--- config.mk ---
export PLATFORM = sky130hd
export DESIGN_NAME = cgr_regs
export DESIGN_NICKNAME = d
export VERILOG_FILES = /design/src/rtl/core/assert_macros.svh /design/src/rtl/core/cgr_pkg.sv /design/src/rtl/core/cgr_regs.sv
export SDC_FILE = /design/constraint.sdc
export NUM_CORES = 1
export LEC_CHECK = 0
export BUFFER_PORTS_ARGS = -buffer_cell sky130_fd_sc_hd__buf_4
export CAP_MARGIN = 20
export CORE_ASPECT_RATIO = 0.5
export CORE_UTILIZATION = 50
export DETAILED_ROUTE_END_ITERATION = 8
export GPL_TIMING_DRIVEN = 0
export MAX_ROUTING_LAYER = met4
export PLACE_DENSITY = 0.81
export SLEW_MARGIN = 40
export SYNTH_ARGS = -nofsm -noshare
export SYNTH_HDL_FRONTEND = slang
export SYNTH_SLANG_ARGS = --single-unit
--- constraint.sdc ---
create_clock -name i_clk -period 1.9 [get_ports i_clk]
set_input_delay 0.19 -clock i_clk [delete_from_list [all_inputs] [get_ports i_clk]]
set_output_delay 0.19 -clock i_clk [all_outputs]
set_load 0.02 [all_outputs]
--- src/rtl/core/assert_macros.svh ---
// Assertion macros shared by the color ramp RTL.
// Included by the modules that carry concurrent checks; no other dependencies.
`ifndef ASSERT_MACROS_SVH
`define ASSERT_MACROS_SVH

// The property must hold at every clock edge outside reset.
`define ASSERT_CLK(lbl, clk, rst_n, prop, msg) \
    lbl: assert property (@(posedge clk) disable iff (!rst_n) prop) \
        else $error(msg);

// The condition must never be true outside reset.
`define ASSERT_NEVER(lbl, clk, rst_n, cond, msg) \
    lbl: assert property (@(posedge clk) disable iff (!rst_n) !(cond)) \
        else $error(msg);

`endif

--- src/rtl/core/cgr_pkg.sv ---
// Shared types and constants of the color gradient ramp.
// No dependencies; imported by every module of the ramp.
package cgr_pkg;

    localparam int N_STOPS  = 7;
    localparam int ADDR_W   = 6;
    localparam int DATA_W   = 64;
    localparam int SEG_LAT  = 2;
    localparam int LERP_LAT = 7;
    localparam int TOTAL_LAT = SEG_LAT + LERP_LAT;

    localparam logic [2:0] REG_COUNT = 3'd0;
    localparam logic [2:0] REG_STOP0 = 3'd1;

    typedef struct packed {
        logic [7:0] red;
        logic [7:0] green;
        logic [7:0] blue;
        logic [7:0] alpha;
    } t_color;

    typedef struct packed {
        logic [15:0] key;
        t_color      color;
    } t_stop;

    typedef struct packed {
        logic        direct;
        t_color      dcol;
        t_color      clo;
        t_color      chi;
        logic [15:0] t;
        logic [15:0] den;
    } t_seg;

    localparam t_color WHITE = '{red: 8'hFF, green: 8'hFF, blue: 8'hFF, alpha: 8'hFF};

endpackage

--- src/rtl/core/cgr_regs.sv ---
// Configuration register file with an APB-style write and read port.
// Depends on cgr_pkg for the stop layout and register codes.
module cgr_regs (
    input  logic                        i_clk,
    input  logic                        i_rst_n,
    input  logic                        psel,
    input  logic                        penable,
    input  logic                        pwrite,
    input  logic [cgr_pkg::ADDR_W-1:0]  paddr,
    input  logic [cgr_pkg::DATA_W-1:0]  pwdata,
    output logic [cgr_pkg::DATA_W-1:0]  prdata,
    output logic                        pready,
    output logic [2:0]                  o_count,
    output cgr_pkg::t_stop              o_stop [cgr_pkg::N_STOPS]
);
    import cgr_pkg::*;

    logic [2:0] r_count;
    t_stop      r_stop [N_STOPS];
    logic [2:0] idx;
    logic       wr;

    assign idx    = paddr[ADDR_W-1:3];
    assign wr     = psel && penable && pwrite;
    assign pready = 1'b1;

    always_ff @(posedge i_clk) begin
        if (!i_rst_n) begin
            r_count <= '0;
            for (int i = 0; i < N_STOPS; i++) begin
                r_stop[i] <= '0;
            end
        end else if (wr) begin
            if (idx == REG_COUNT) begin
                r_count <= pwdata[2:0];
            end else begin
                for (int i = 0; i < N_STOPS; i++) begin
                    if (idx == REG_STOP0 + 3'(i)) begin
                        r_stop[i] <= pwdata[47:0];
                    end
                end
            end
        end
    end

    always_comb begin
        prdata = '0;
        if (idx == REG_COUNT) begin
            prdata = {61'd0, r_count};
        end else begin
            for (int i = 0; i < N_STOPS; i++) begin
                if (idx == REG_STOP0 + 3'(i)) begin
                    prdata = {16'd0, r_stop[i]};
                end
            end
        end
    end

    assign o_count = r_count;
    assign o_stop  = r_stop;

endmodule

==> impl_metrics.json <==
{
  "outcome": "finished, violations left",
  "violations": "negative setup slack",
  "ant_nets": 0,
  "finalClockSkew_ps": 0,
  "synth_seq_cells": 339,
  "clockBufferDepth": 3,
  "vias": 17300,
  "antenna_found_initial": 0,
  "grt_pass1_vias": 16400,
  "wl_mm": 74.5,
  "layout_setup_ws_ps": -209,
  "place_area_um2": 19900,
  "io_pins": 479,
  "die_h_um": 128,
  "grt_setup_unrepaired": "true",
  "worst-setup-path-type": "input port to output port",
  "filler_cell_count": 2186,
  "htree_levels": 1,
  "tightest_slew_ps": 945,
  "maxSlewViolCount": 0,
  "diodes": 0,
  "vdd_ir_drop_max_v": 0.000656,
  "cap_violations": 0,
  "syn_area_um2": 16000,
  "critPathArrivalTime_ps": 1920,
  "grt_pass1_wl_mm": 104,
  "finalCritPeriodShare_pct": 111,
  "first_iter_violations": 2321,
  "synthMuxAreaShare_pct": 25.4,
  "worst-path-max-fanout": 10,
  "drive_above_1_share_pct": 41.1,
  "cts.sinks": 339,
  "worst_hold_path_type": "input port to flop",
  "clk_transition_reported_paths_ps": 70,
  "drc": 0,
  "hold_viol": 0,
  "max_freq_mhz": 474,
  "initial_core_util_pct": 51.8,
  "cts_made_buffers": 30,
  "syn2layout_area_growth_pct": 41.3,
  "post_drt_wl_per_cell_um": 27.6,
  "grt_use_total_pct": 44.3,
  "leakagePower_nw": 9.67,
  "cp-start-kind": "input port",
  "syn_inst": 1715,
  "synth_top_family_by_area": "multiplexers",
  "end_kind": "output port",
  "yosys_most_used_dff": "dfxtp_1",
  "grt_start_max_net_pins": 16,
  "cts_tree": "built",
  "synth-simple-area-share_pct": 16.1,
  "layout_common_cells": "buf_4, nand2_1, mux2i_1",
  "die-area_um2": 32700,
  "power_density_nw_per_um2": 692,
  "synth-edff-count": 0,
  "slew_headroom_pct": 37.0,
  "fin_util_pct": 73.2,
  "drtPass1Iterations": 6,
  "overflow": 0,
  "core_um2": 30900,
  "root_buffer": "clkbuf_16",
  "fin_nets": 2335,
  "worstPathRequired_ps": 1710,
  "ctsHoldBuffers": 0,
  "clock_latency_ps": 590,
  "synth_fa_ha_area_share_pct": 0,
  "async_flop_share_pct": 0,
  "synth_area_per_cell_um2": 9.32,
  "chipWidth_um": 255,
  "row_count": 45,
  "dp_hpwl_mm": 49.8,
  "portBuffers": 441,
  "vias_per_cell": 6.40,
  "setup_viol": 47,
  "synth_warnings": 0,
  "synth_xor_area_share_pct": 0,
  "final_common_cell": "buf_4",
  "place_congestion": 0.985,
  "synth_seq_area_share_pct": 42.5,
  "fin_area_um2": 22600,
  "synth_compound_area_share_pct": 10.6,
  "fin_crit_ps": 2110,
  "synthDistinctLibCells": 32
}
-- kinds of logic after synthesis --
family / Yosys count
flip-flops: 339
multiplexers: 393
AO/OA/AOI/OAI: 220
other: 2
AND/OR/NAND/NOR: 583
buffers and inverters: 178
-- cells in the mapped netlist (6+ instances only) --
master / instances / area (µm²)
buf_4: 34 / 255
a21oi_1: 48 / 240
inv_1: 6 / 22.5
nand2_1: 467 / 1750
o221ai_1: 42 / 368
nor2_1: 10 / 37.5
mux2_2: 45 / 507
nand2b_1: 42 / 263
a221oi_1: 45 / 394
clkbuf_1: 84 / 315
a31o_2: 39 / 342
or3b_2: 42 / 368
buf_1: 6 / 22.5
a21o_1: 39 / 293
mux2i_1: 342 / 3420
buf_2: 47 / 235
mux4_2: 6 / 135
dfxtp_1: 339 / 6790
-- metal layers --
layer	vias to the layer above	global-route usage (%)	wire length (µm)
met5	-	-	0
met4	0	29.0	5740
met3	491	13.7	10100
met2	1503	65.4	32100
met1	8273	52.3	26600
li1	7043	-	-
-- area by class of cell --
cell class | instances | area, µm² | share of cell area, %
Timing Repair Buffer | 498 | 3880 | 17.2
Buffer | 172 | 1060 | 4.68
Sequential cell | 339 | 6890 | 30.5
Clock inverter | 12 | 87.6 | 0.388
Multi-Input combinational cell | 1213 | 9270 | 41.1
Clock buffer | 40 | 850 | 3.76
Tap cell | 423 | 529 | 2.34
Inverter | 6 | 22.5 | 0.0998
-- state kept, by name (all words and copies together) (netlist names) --
| signal | count |
|---|---|
| o_count | 3 |
| o_stop | 336 |
-- where the power goes --
part | switching (mW) | internal, mW | leakage, nW
combinational | 1.46 | 0.781 | 6.43
sequential | 0.0500 | 7.15 | 2.77
clock | 2.91 | 3.26 | 0.470
total | 4.43 | 11.2 | 9.67
-- metrics by stage --
| stage | cells | hold WS, ps | TNS, ps | power, mW | setup slack (ps) |
|---|---|---|---|---|---|
| detailed placement | 2594 | 461 | -35990 | 9.17 | -744 |
| CTS | 2698 | 5.03 | -3720 | 15.3 | -153 |
| floorplan | 1730 | 452 | 0 | 8.36 | 151 |
| global route | 2703 | 37.4 | -4990 | 15.8 | -190 |
| finish | 2703 | 5.38 | -4630 | 15.6 | -209 |
| global placement | 2594 | 453 | -29330 | 9.15 | -767 |
-- what timing repair did --
item                       4_1_cts  5_1_grt
resized for setup              295      102
setup endpoints to repair       48       48
buffers inserted                52        5
pin swaps                       87       11
-- final timing paths --
check                    from     endpoint  slack (ps)  cells after the start
setup reg to reg  o_stop[255]  o_stop[255]        1100                      3
setup / recovery     paddr[4]   prdata[10]        -210                      8
hold reg to reg   o_stop[134]  o_stop[134]         470                      2
hold / removal     pwdata[41]  o_stop[185]           5                      3
-- worst max-delay path, cell delays in order --
cell,delay [ps]
buf_4,90
buf_2,190
or3_1,160
buf_2,380
buf_4,290
o221ai_1,230
a21oi_4,230
buf_6,140
Note: power is estimated with default switching activity, not from simulation.
