### config.mk
export PLATFORM = sky130hd
export DESIGN_NAME = cgr_lerp
export DESIGN_NICKNAME = d
export VERILOG_FILES = /design/src/rtl/core/assert_macros.svh /design/src/rtl/core/cgr_pkg.sv /design/src/rtl/core/cgr_lerp.sv
export SDC_FILE = /design/constraint.sdc
export NUM_CORES = 1
export LEC_CHECK = 0
export BUFFER_PORTS_ARGS = -buffer_cell sky130_fd_sc_hd__buf_2
export CAP_MARGIN = 40
export CORE_UTILIZATION = 35
export CTS_BUF_LIST = sky130_fd_sc_hd__clkbuf_4 sky130_fd_sc_hd__clkbuf_8
export CTS_CLUSTER_DIAMETER = 120
export CTS_CLUSTER_SIZE = 10
export DETAILED_ROUTE_END_ITERATION = 12
export PLACE_DENSITY = 0.56
export SETUP_SLACK_MARGIN = 0.3
export SYNTH_ARGS = -nofsm -noshare
export SYNTH_HDL_FRONTEND = slang
export SYNTH_SLANG_ARGS = --single-unit
### constraint.sdc
create_clock -name i_clk -period 8.2 [get_ports i_clk]
set_clock_uncertainty 0.2 [all_clocks]
set_input_delay 0.82 -clock i_clk [delete_from_list [all_inputs] [get_ports i_clk]]
set_output_delay 0.82 -clock i_clk [all_outputs]
set_load 0.005 [all_outputs]
### src/rtl/core/assert_macros.svh
// Assertion macros shared by the color ramp RTL.
// Included by the modules that carry concurrent checks; no other dependencies.
`ifndef ASSERT_MACROS_SVH
`define ASSERT_MACROS_SVH

// The property must hold at every clock edge outside reset.
`define ASSERT_CLK(lbl, clk, rst_n, prop, msg) \
    lbl: assert property (@(posedge clk) disable iff (!rst_n) prop) \
        else $error(msg);

// The condition must never be true outside reset.
`define ASSERT_NEVER(lbl, clk, rst_n, cond, msg) \
    lbl: assert property (@(posedge clk) disable iff (!rst_n) !(cond)) \
        else $error(msg);

`endif

### src/rtl/core/cgr_pkg.sv
// Shared types and constants of the color gradient ramp.
// No dependencies; imported by every module of the ramp.
package cgr_pkg;

    localparam int N_STOPS  = 7;
    localparam int ADDR_W   = 6;
    localparam int DATA_W   = 64;
    localparam int SEG_LAT  = 2;
    localparam int LERP_LAT = 7;
    localparam int TOTAL_LAT = SEG_LAT + LERP_LAT;

    localparam logic [2:0] REG_COUNT = 3'd0;
    localparam logic [2:0] REG_STOP0 = 3'd1;

    typedef struct packed {
        logic [7:0] red;
        logic [7:0] green;
        logic [7:0] blue;
        logic [7:0] alpha;
    } t_color;

    typedef struct packed {
        logic [15:0] key;
        t_color      color;
    } t_stop;

    typedef struct packed {
        logic        direct;
        t_color      dcol;
        t_color      clo;
        t_color      chi;
        logic [15:0] t;
        logic [15:0] den;
    } t_seg;

    localparam t_color WHITE = '{red: 8'hFF, green: 8'hFF, blue: 8'hFF, alpha: 8'hFF};

endpackage

### src/rtl/core/cgr_lerp.sv
// One color channel: multiply, rounded pipelined division and final offset.
// Imports cgr_pkg but uses none of its latency constants.
module cgr_lerp (
    input  logic        i_clk,
    input  logic        i_direct,
    input  logic [7:0]  i_dcol,
    input  logic [7:0]  i_clo,
    input  logic [7:0]  i_chi,
    input  logic [15:0] i_t,
    input  logic [15:0] i_den,
    output logic [7:0]  o_chan
);
    import cgr_pkg::*;

    localparam int DIV_ST = 4;

    logic [23:0] r_a_mag;
    logic        r_a_neg;
    logic [7:0]  r_a_clo;
    logic [15:0] r_a_den;
    logic        r_a_dir;
    logic [7:0]  r_a_dcol;

    logic [24:0] r_rem  [DIV_ST+1];
    logic [16:0] r_dv   [DIV_ST+1];
    logic [7:0]  r_q    [DIV_ST+1];
    logic [7:0]  r_clo  [DIV_ST+1];
    logic        r_neg  [DIV_ST+1];
    logic        r_dir  [DIV_ST+1];
    logic [7:0]  r_dcol [DIV_ST+1];
    logic [7:0]  r_res;

    logic [24:0] n_rem [DIV_ST];
    logic [7:0]  n_q   [DIV_ST];
    logic [7:0]  diff;
    logic        neg;
    logic [8:0]  sum;
    logic [7:0]  n_res;

    always_comb begin
        neg  = i_chi < i_clo;
        diff = neg ? (i_clo - i_chi) : (i_chi - i_clo);
    end

    always_comb begin
        logic [24:0] rem;
        logic [24:0] dsh;
        for (int s = 0; s < DIV_ST; s++) begin
            rem = r_rem[s];
            n_q[s] = r_q[s];
            for (int k = 0; k < 2; k++) begin
                dsh = 25'(r_dv[s]) << (7 - 2 * s - k);
                if (rem >= dsh) begin
                    rem = rem - dsh;
                    n_q[s][7 - 2 * s - k] = 1'b1;
                end
            end
            n_rem[s] = rem;
        end
    end

    always_comb begin
        logic [7:0] q;
        q     = r_q[DIV_ST];
        sum   = {1'b0, r_clo[DIV_ST]} + {1'b0, q};
        n_res = r_dcol[DIV_ST];
        if (!r_dir[DIV_ST]) begin
            if (r_neg[DIV_ST]) begin
                n_res = (q > r_clo[DIV_ST]) ? 8'd0 : (r_clo[DIV_ST] - q);
            end else begin
                n_res = sum[8] ? 8'hFF : sum[7:0];
            end
        end
    end

    always_ff @(posedge i_clk) begin
        r_a_mag  <= 24'(diff) * 24'(i_t);
        r_a_neg  <= neg;
        r_a_clo  <= i_clo;
        r_a_den  <= i_den;
        r_a_dir  <= i_direct;
        r_a_dcol <= i_dcol;

        r_rem[0]  <= {r_a_mag, 1'b0} + 25'(r_a_den);
        r_dv[0]   <= {r_a_den, 1'b0};
        r_q[0]    <= '0;
        r_clo[0]  <= r_a_clo;
        r_neg[0]  <= r_a_neg;
        r_dir[0]  <= r_a_dir;
        r_dcol[0] <= r_a_dcol;

        for (int s = 0; s < DIV_ST; s++) begin
            r_rem[s+1]  <= n_rem[s];
            r_dv[s+1]   <= r_dv[s];
            r_q[s+1]    <= n_q[s];
            r_clo[s+1]  <= r_clo[s];
            r_neg[s+1]  <= r_neg[s];
            r_dir[s+1]  <= r_dir[s];
            r_dcol[s+1] <= r_dcol[s];
        end

        r_res <= n_res;
    end

    assign o_chan = r_res;

endmodule

==> impl_metrics.csv <==
group,metric,value,unit
floorplan,die_h,245,microns
finish,drive_gt1_frac,0.0867,
worst_setup_path,reg2reg_depth,20,
worst_setup_path,start_kind,"primary input",
timing,grt_setup_unrepaired,"no",
worst_setup_path,slowest_stage,"fa_1",
worst_setup_path,path_max_fanout,9,
timing,timing.fmax,0.136,GHz
worst_setup_path,required,8510,ps
timing,finalCriticalPeriod,7350,ps
route,num_vias,15200,
clocking,cts_buffer_depth,3,
grt,grt_overflow,0,
clocking,cts_max_level,2,
worst_setup_path,worst_ep_arrival_time,7660,ps
clocking,cts.reportedPaths.clkPinSlew,90,ps
logic_synthesis,syn_area,20700,sq um
run,maxCapViolCount,0,
finish,finalNetCount,2677,
worst_setup_path,crit_path_end_kind,"flip-flop",
timing,worst_slew_pin_slew,888,ps
route,drc,0,
timing,fin_setup_tns,0,ps
logic_synthesis,avgSynthCellArea,9.35,sq um
floorplan,start_util,0.357,
clocking,postCtsHoldBufs,0,
logic_synthesis,synth_edf_count,0,
worst_setup_path,worst_path_most_repeated_cell,"fa_1",
place,dp_hpwl,38400,microns
logic_synthesis,ys_seq_area_frac,0.325,
finish,area_growth,9.32,%
place,place.port_buffers,65,
timing,slew_viol_final,0,
worst_setup_path,rrSetupSlack,1630,ps
worst_setup_path,cp_slowest_stage_delay,550,ps
grt,grt_usage,0.159,
worst_setup_path,path_class,"in -> reg",
clocking,root_buffer,"clkbuf_8",
worst_setup_path,crit_end,"r_a_mag[20]",
grt,grt_max_degree,27,
timing,setup_viol,0,
place,postPlaceCellArea,22000,sq um
logic_synthesis,synth_nets,2586,
finish,n_fill_cell,5722,
clocking,cts_tree,"built",
finish,finalInstanceArea,22600,sq um
place,routabilityCongestion,0.899,
worst_setup_path,rr_startpoint,"r_dv[0][2]",
route,wirelength,46700,microns
route,final_antenna_net_count,0,
logic_synthesis,synth-seq-cells,336,
worst_setup_path,timing.rr.end,"r_rem[0][34]",
logic_synthesis,yosysTopAreaCellShare,0.325,
logic_synthesis,synthTopCellsByArea,"dfxtp_1 33%, ha_1 13%, fa_1 9.3%",
route,drtIter0Drc,922,
floorplan,ioPinCount,66,
route,vias_per_cell,4.96,
logic_synthesis,synth_cell_types,82,
route,dr.pass1.iters,5,
timing,timing_hold_violations_final,0,
logic_synthesis,async_flop_share,0,
status,status,"completed",
timing,fin_crit_sh,0.897,
logic_synthesis,yosysTopAreaCell,"dfxtp_1",
route,wire_per_inst,15.2,microns
floorplan,die_x,245,microns
floorplan,row_count,88,
grt,grt_pass1_vias,15800,
clocking,clkSinkCount,336,
floorplan,core,58000,sq um
clocking,clk_latency,610,ps
worst_setup_path,startpoint,"i_chi[0]",
logic_synthesis,synthFlopType,"dfxtp_1",
floorplan,dieArea,60100,sq um
grt,antenna_found_initial,3,
worst_hold_path,hold_path_class,"in -> reg",
logic_synthesis,ys_warn_count,0,
clocking,cts_buffers,39,
logic_synthesis,syn_inst,2213,
timing,slew_headroom,0.393,
grt,grt_pass1_wl,78200,microns
-- layer usage --
| metal | GRT usage | up-vias | wire length, microns |
|---|---|---|---|
| met4 | 0.0726 | 0 | 1960 |
| met5 | 0 | - | 0 |
| li1 | - | 7716 | - |
| met2 | 0.273 | 258 | 21800 |
| met1 | 0.197 | 7158 | 21400 |
| met3 | 0.0221 | 102 | 1520 |
-- critical path: cells and delay by family --
kind,cells,cell delay (ps)
AOI/OAI and AO/OA,10,1950
adders and majority gates,7,2870
and+or+nand+nor,2,360
muxes,1,140
xor gates and xnor gates,2,670
buffers and inverters,7,860
-- sequential cells by signal, indices dropped and copies added, names as in the netlist --
register  count
o_chan        8
r_a_den      16
r_a_dir       1
r_dcol       40
r_neg         5
r_a_neg       1
r_a_dcol      8
r_a_mag      24
r_clo        40
r_rem       100
r_dir         5
r_dv         60
r_q          20
r_a_clo       8
-- layout by cell type (no fill, tap or decap), types with 11 or more instances in the layout --
cell type  count
nor4_1        16
fa_1          96
nor2b_1       51
a211o_1       11
ha_1         219
nand4_1       25
o211ai_1      11
and3_1        16
inv_1        266
a21oi_1      151
buf_4         13
dfxtp_1      336
nor3_1        35
o21ai_0       88
nand2b_1      33
a31oi_1       11
o21a_1        34
clkbuf_8      39
a21o_1        50
and2_1        87
nor2_1       133
nand3_1       31
xor2_1        32
a21boi_0      12
a211oi_1      13
mux2i_1       19
mux2_1        13
or3_1         14
nand2_1      107
buf_2         67
o21bai_1      18
xnor2_1       96
mux2_2        37
-- logic make-up (layout without fill, tap and decap cells) --
group	count (synthesis)	in the layout	share of synthesized area
AND/OR/NAND/NOR	582	582	0.147
AO/OA/AOI/OAI	477	477	0.152
flip-flops	336	336	0.325
adder cells (fa/ha/maj)	315	315	0.225
buffers and inverters	298	391	0.0547
XOR/XNOR	130	130	0.0550
multiplexers	75	75	0.0408
other	0	2	0
-- synthesized netlist by cell type (13+ instances only) --
master,n
inv_1,266
mux2i_1,19
mux2_1,13
and3_1,16
a211oi_1,13
xor2_1,33
clkbuf_1,22
nor3_1,35
nand4_1,25
nand2_1,107
nor4_1,16
and2_1,87
or3_1,14
o21ai_0,88
o21bai_1,18
fa_1,96
nor2_1,133
a21o_1,50
nand3_1,31
nor2b_1,51
ha_1,219
mux2_2,37
o21a_1,34
dfxtp_1,336
nand2b_1,33
xnor2_1,97
a21oi_1,151
-- worst min-delay path by stage --
stage / startpoint / to / slack [ps] / depth (start not counted)
floorplan: r_a_clo[0] / r_clo[0][0] / 110 / 0
global placement: r_dir[0][0] / r_dir[0][1] / 110 / 0
detailed placement: r_clo[0][2] / r_clo[0][10] / 110 / 0
CTS: i_den[12] / r_a_den[12] / 60 / 1
global route: i_den[12] / r_a_den[12] / 70 / 1
finish: i_den[3] / r_a_den[3] / 110 / 1
-- stage by stage --
step / setup slack, ps / cells / utilization / hold WS (ps)
floorplan: 800 / 2213 / - / 110
global placement: 302 / 3025 / 0.378 / 109
detailed placement: 192 / 3027 / 0.379 / 112
CTS: 807 / 3070 / 0.389 / 57.0
global route: 340 / 3073 / 0.390 / 71.2
finish: 847 / 3073 / 0.390 / 111
-- layout make-up --
type / instances / area (sq um) / share of cell area
antenna: 2 / 5.00 / 0.000221
clock buffer: 39 / 537 / 0.0237
clock inverter: 4 / 73.8 / 0.00326
inverter: 267 / 1000 / 0.0443
multi-input combinational: 1579 / 12900 / 0.569
sequential: 336 / 6730 / 0.297
tap: 765 / 957 / 0.0423
timing repair buffer: 81 / 444 / 0.0196
-- timing repair --
action,CTS,global route
resized for setup,0,3
setup buffers,0,0
endpoints found under the setup margin,0,3
Power is not shown: default switching activity piles up to over one toggle a cycle in this logic, so the estimate is an artifact.
