### config.mk
export PLATFORM = sky130hd
export DESIGN_NAME = cgr_seg
export DESIGN_NICKNAME = d
export VERILOG_FILES = /design/src/rtl/core/cgr_pkg.sv /design/src/rtl/core/cgr_seg.sv
export VERILOG_INCLUDE_DIRS = /design/src /design/src/rtl/core
export SDC_FILE = /design/constraint.sdc
export NUM_CORES = 1
export LEC_CHECK = 0
export ABC_AREA = 1
export BUFFER_PORTS_ARGS = -buffer_cell sky130_fd_sc_hd__buf_4
export CORE_AREA = 2 2 187 189
export CTS_BUF_LIST = sky130_fd_sc_hd__clkbuf_16
export CTS_CLUSTER_DIAMETER = 200
export CTS_CLUSTER_SIZE = 40
export DETAILED_ROUTE_END_ITERATION = 8
export DIE_AREA = 0 0 189 191
export PLACE_DENSITY = 0.83
export SETUP_SLACK_MARGIN = 0.2
export SYNTH_ARGS = -nofsm -noshare
export SYNTH_HDL_FRONTEND = slang
export SYNTH_SLANG_ARGS = --single-unit
### constraint.sdc
create_clock -name i_clk -period 4.2 [get_ports i_clk]
set_clock_uncertainty 0.05 [all_clocks]
set_input_delay 0.63 -clock i_clk [delete_from_list [all_inputs] [get_ports i_clk]]
set_output_delay 0.63 -clock i_clk [all_outputs]
set_load 0.02 [all_outputs]
### src/rtl/core/assert_macros.svh
// Assertion macros shared by the color ramp RTL.
// Included by the modules that carry concurrent checks; no other dependencies.
`ifndef ASSERT_MACROS_SVH
`define ASSERT_MACROS_SVH

// The property must hold at every clock edge outside reset.
`define ASSERT_CLK(lbl, clk, rst_n, prop, msg) \
    lbl: assert property (@(posedge clk) disable iff (!rst_n) prop) \
        else $error(msg);

// The condition must never be true outside reset.
`define ASSERT_NEVER(lbl, clk, rst_n, cond, msg) \
    lbl: assert property (@(posedge clk) disable iff (!rst_n) !(cond)) \
        else $error(msg);

`endif

### src/rtl/core/cgr_pkg.sv
// Shared types and constants of the color gradient ramp.
// No dependencies; imported by every module of the ramp.
package cgr_pkg;

    localparam int N_STOPS  = 7;
    localparam int ADDR_W   = 6;
    localparam int DATA_W   = 64;
    localparam int SEG_LAT  = 2;
    localparam int LERP_LAT = 7;
    localparam int TOTAL_LAT = SEG_LAT + LERP_LAT;

    localparam logic [2:0] REG_COUNT = 3'd0;
    localparam logic [2:0] REG_STOP0 = 3'd1;

    typedef struct packed {
        logic [7:0] red;
        logic [7:0] green;
        logic [7:0] blue;
        logic [7:0] alpha;
    } t_color;

    typedef struct packed {
        logic [15:0] key;
        t_color      color;
    } t_stop;

    typedef struct packed {
        logic        direct;
        t_color      dcol;
        t_color      clo;
        t_color      chi;
        logic [15:0] t;
        logic [15:0] den;
    } t_seg;

    localparam t_color WHITE = '{red: 8'hFF, green: 8'hFF, blue: 8'hFF, alpha: 8'hFF};

endpackage

### src/rtl/core/cgr_seg.sv
// Segment search: finds the stop pair around a position in two register stages.
// Depends on cgr_pkg and assert_macros.svh.
`include "assert_macros.svh"

module cgr_seg (
    input  logic           i_clk,
    input  logic           i_rst_n,
    input  logic [15:0]    i_position,
    input  logic [2:0]     i_count,
    input  cgr_pkg::t_stop i_stop [cgr_pkg::N_STOPS],
    output cgr_pkg::t_seg  o_seg
);
    import cgr_pkg::*;

    logic        r_s1_direct;
    t_color      r_s1_dcol;
    t_stop       r_s1_lo;
    t_stop       r_s1_hi;
    logic [15:0] r_s1_pos;
    t_seg        r_seg;

    logic        n_direct;
    t_color      n_dcol;
    t_stop       lo;
    t_stop       hi;
    t_stop       last;
    logic        seen;
    logic [N_STOPS-1:0] hit;
    logic [N_STOPS-1:0] first;

    always_comb begin
        hit   = '0;
        first = '0;
        seen  = 1'b0;
        lo    = i_stop[0];
        hi    = i_stop[0];
        last  = i_stop[0];
        for (int i = 1; i < N_STOPS; i++) begin
            hit[i]   = (3'(i) < i_count) && (i_position <= i_stop[i].key);
            first[i] = hit[i] && !seen;
            seen     = seen | hit[i];
        end
        for (int i = 1; i < N_STOPS; i++) begin
            if (first[i]) begin
                lo = i_stop[i-1];
                hi = i_stop[i];
            end
        end
        for (int i = 0; i < N_STOPS; i++) begin
            if (3'(i) == i_count - 3'd1) begin
                last = i_stop[i];
            end
        end

        n_direct = 1'b1;
        n_dcol   = last.color;
        if (i_count == 3'd0) begin
            n_dcol = WHITE;
        end else if (i_position <= i_stop[0].key) begin
            n_dcol = i_stop[0].color;
        end else if (seen) begin
            if (i_position == hi.key) begin
                n_dcol = hi.color;
            end else begin
                n_direct = 1'b0;
            end
        end
    end

    always_ff @(posedge i_clk) begin
        if (!i_rst_n) begin
            r_s1_direct  <= 1'b1;
            r_seg.direct <= 1'b1;
        end else begin
            r_s1_direct  <= n_direct;
            r_seg.direct <= r_s1_direct;
        end
        r_s1_dcol  <= n_dcol;
        r_s1_lo    <= lo;
        r_s1_hi    <= hi;
        r_s1_pos   <= i_position;
        r_seg.dcol <= r_s1_dcol;
        r_seg.clo  <= r_s1_lo.color;
        r_seg.chi  <= r_s1_hi.color;
        r_seg.t    <= r_s1_pos - r_s1_lo.key;
        r_seg.den  <= r_s1_hi.key - r_s1_lo.key;
    end

    assign o_seg = r_seg;

    `ASSERT_CLK(a_span_covers_offset, i_clk, i_rst_n,
        !r_seg.direct |-> (r_seg.den > r_seg.t),
        "Interpolation offset is not inside its segment.")
    `ASSERT_NEVER(a_offset_nonzero, i_clk, i_rst_n,
        !r_seg.direct && (r_seg.t == 16'd0),
        "Interpolation selected for a position that equals a stop key.")

endmodule

==> summary.md <==
| Metric | Value |
|---|---|
| DRC | `0` |
| Worst EP required | `roughly 4.6 ns` |
| FF-to-FF End | `o_seg[14]$_DFF_P_` |
| Reg2reg path depth | `18` |
| Gr usage total | `40.8%` |
| # setup viols final | `0` |
| Met1 Resource Use GR | `52.4%` |
| Longest Clk Path Bufs | `3` |
| Pin slew with the least headroom to its limit | `1.12 ns` |
| Top Usage Layer GRT | `met2` |
| Commonest non-fill, non-tap cell in the layout | `nand2_1` |
| Initial antenna violation count | `9` |
| Relative slew slack | `25.6%` |
| VDD IR max | `0.312 mV` |
| Fmax | `263 MHz` |
| CP max FO | `13` |
| Mapped Cells | `2735` |
| Final Hold Fails | `0` |
| Final Max Tran Viols | `0` |
| Max Cap Viol | `0` |
| RSZ-0062 raised after global routing | `false` |
| Layout cells sized above 1 | `between 10% and 20%` |
| GR Util met3 | `8.96%` |
| Crit path time final | `3.80 ns` |
| Top cell by count, worst path | `nand2_1` |
| Via/cell ratio | `5.91` |
| Ranking of synthesized cells by area | `dfxtp_1 30%, nand2_1 14%, ha_1 9.8%` |
| Post-CTS Hold Buffers | `0` |
| Vias in the first global route | `20244` |
| Yosys top cell by area | `dfxtp_1` |
| Number of post-CTS setup repair buffers | `0` |
| Fin crit share | `between 90% and 100%` |
| Core box area | `approximately 34000 um2` |
| Outcome | `complete, no violations` |
| Commonest non-fill, non-tap cells in the layout | `690 x nand2_1, 542 x buf_4, 349 x inv_1, 326 x o21ai_0, 274 x dfxtp_1` |
| Wire length of the first global-routing pass | `115 mm` |
| Crit end category | `flip-flop` |
| TritonCTS buffer count | `10` |
| Static leakage | `11.7 nW` |
| Met2 usage | `63.4%` |
| Seq. cell area | `around 5500 um2` |
| Worst hold-check slack | `0.192 ns` |
| Synth warnings | `0` |
| Yosys reg bits | `274` |
| Skew-Pair Late Insertion Delay | `0.53 ns` |
| Max stage delay on crit path | `0.33 ns` |
| Flop2flop setup slack | `1.03 ns` |
| ANT nets after route | `0` |
| Vias | `21352` |
| Number of clock sinks | `between 200 and 300` |
| Cell variety after synth | `47` |
| Area grow syn2layout | `26.1%` |
| CP Class | `primary input to flip-flop` |
| Mapped Area | `18100 um2` |
| Sequential element share of the synthesized area | `30.3%` |
| Buf/Inv on CP | `5` |
| Number of flops mapped to enable cells by yosys | `0` |
| Crit path launch type | `primary input` |
| Crit path max-delay family | `simple AND/OR/NAND/NOR gates` |
| H-tree lvl count | `1` |
| Root Buffer | `clkbuf_16` |
| Worst Hold Launch | `i_position[0]` |
| Post-Syn Nets | `3236` |
| FFs w/ async S/R, synth | `0%` |
| Drt first-iter violations | `2956` |
| Post-detail-place hpwl | `56.9 mm` |
| Synth top area share | `30.3%` |
| Gr ovfl total | `0` |
| Port bufs | `between 400 and 500` |
| # rows | `approximately 70` |
| Filler cells | `between 3000 and 4000` |
| Hold Crit Depth | `1` |
| Die area | `about 36000 um2` |
| CTS tree | `yes` |
| Setup TNS Final | `0 ns` |
| Die H | `191 um` |
| P per Cell Area | `383 nW/um2` |
| Largest net degree at the start of global routing | `119` |
| Multi-input gate area | `~11000 um2` |
| Hold Path Sink | `r_s1_pos[0]$_DFF_P_` |
| Initial Util | `53.1%` |
| Arr. time, crit path | `4.18 ns` |
| Pre-Repair DR Iteration Count | `6` |
| CP max stage cell | `ha_1` |
| Worst hold path type | `primary input to flip-flop` |
| CP Launch Point | `i_position[15]` |
| Reg2reg start | `r_s1_hi[32]$_DFF_P_` |
| Die Wd | `189 um` |
| I/O pin total | `486` |
| Mean post-synth cell area | `around 6.6 um2` |
| Wire per inst | `about 21 um` |
| Clock-pin slew on the worst setup and hold paths | `0.14 ns` |
| Nets | `3648` |
| Gp weighted congestion | `around 0.99` |
| Ys flop type | `dfxtp_1` |
| Routed WL | `76.2 mm` |
state kept, by name, indices dropped and copies added, names as in the netlist:
signal       count
r_s1_pos        16
r_s1_hi         48
o_seg          129
r_s1_dcol       32
r_s1_direct      1
r_s1_lo         48
how the worst max path moves through the flow:
stage                                     endpoint  slack, ns  depth (start not counted)
after global placement    r_s1_dcol[24]$_SDFF_PP1_     -0.002                         27
after detailed placement  r_s1_dcol[20]$_SDFF_PP1_      -0.09                         27
after global routing      r_s1_dcol[28]$_SDFF_PP1_       0.20                         32
after CTS                 r_s1_dcol[20]$_SDFF_PP1_       0.44                         27
final                     r_s1_dcol[20]$_SDFF_PP1_       0.40                         27
after floorplan            r_s1_dcol[0]$_SDFF_PP1_       0.82                         25
layer usage:
metal	vias up	wire length [um]
met3	332	9410
li1	9957	-
met4	0	4920
met5	-	0
met2	1489	33000
met1	9574	28900
synthesized netlist by cell type (2+ instances only):
cell type,instances
a211oi_1,20
a21o_1,4
a21oi_1,156
a22oi_1,8
a2bb2oi_1,3
a311oi_1,2
a31oi_1,16
buf_1,17
buf_2,16
buf_4,2
buf_6,3
clkbuf_1,118
clkinv_1,3
dfxtp_1,274
fa_1,2
ha_1,142
inv_1,351
inv_2,15
nand2_1,694
nand2_2,2
nand3_1,126
nand3_2,2
nand3b_1,14
nand4_1,43
nor2_1,126
nor2_2,3
nor2_4,5
nor3_1,4
nor4_1,2
o211ai_1,100
o21ai_0,326
o21ai_1,8
o21bai_1,5
o221ai_1,30
o22ai_1,49
or2_2,7
xnor2_1,7
xor2_1,21
worst register-to-register path, cell delays in order (launching register included):
cell and delay [ns]:
dfxtp_1 0.34, inv_1 0.04, ha_1 0.20, fa_1 0.42, o21ai_0 0.31, a21oi_1 0.12, o21bai_1 0.22, nand2_1 0.08
nand2_1 0.09, a21oi_1 0.11, nor2_1 0.09, o21ai_0 0.07, nand2_1 0.14, a21oi_1 0.11, o21ai_0 0.29, nand2_1 0.09
nand2_1 0.08, a21oi_1 0.08, xnor2_1 0.14
layout make-up:
type                            instances  area share (%)
Clock buffer                           11            1.21
Antenna cell                           11           0.121
Inverter                              369            6.08
Clock inverter                          1          0.0384
Sequential cell                       274            24.0
Tap cell                              455            2.49
Multi-Input combinational cell       1936            47.0
Timing Repair Buffer                  556            19.0
repair_timing:
item                       4_1_cts  5_1_grt
hold endpoints to repair         0        0
gates resized for setup          0        7
setup endpoints to repair        0       32
logic make-up (layout without fill, tap and decap cells):
| logic type | count (synthesis) | in the layout | share of synthesized area, % |
|---|---|---|---|
| simple gates | 1032 | 1032 | 23.8 |
| buf+inv | 525 | 937 | 11.2 |
| other cells | 0 | 11 | 0 |
| flops | 274 | 274 | 30.3 |
| xor+xnor | 28 | 28 | 1.35 |
| fa+ha+maj | 144 | 144 | 10.0 |
| compound gates | 732 | 732 | 23.4 |
report_power, final:
| part | internal (mW) | switching [mW] |
|---|---|---|
| Clock | 0.480 | 0.840 |
| Sequential | 3.26 | 0.242 |
| Combinational | 1.56 | 2.36 |
| Total | 5.30 | 3.44 |
per-stage QoR:
stage | cells | area [um2] | power, mW | util, % | setup slack, ns
final | 3613 | 22800 | 8.74 | 66.9 | 0.399
after global placement | 3590 | 22500 | 7.29 | 65.9 | -0.00240
after detailed placement | 3590 | 22500 | 7.38 | 65.9 | -0.0929
after CTS | 3602 | 22800 | 8.66 | 66.8 | 0.436
after global routing | 3609 | 22800 | 9.20 | 66.9 | 0.203
after floorplan | 2735 | 18100 | 5.69 | - | 0.823
Note: power is estimated with default switching activity, not from simulation.
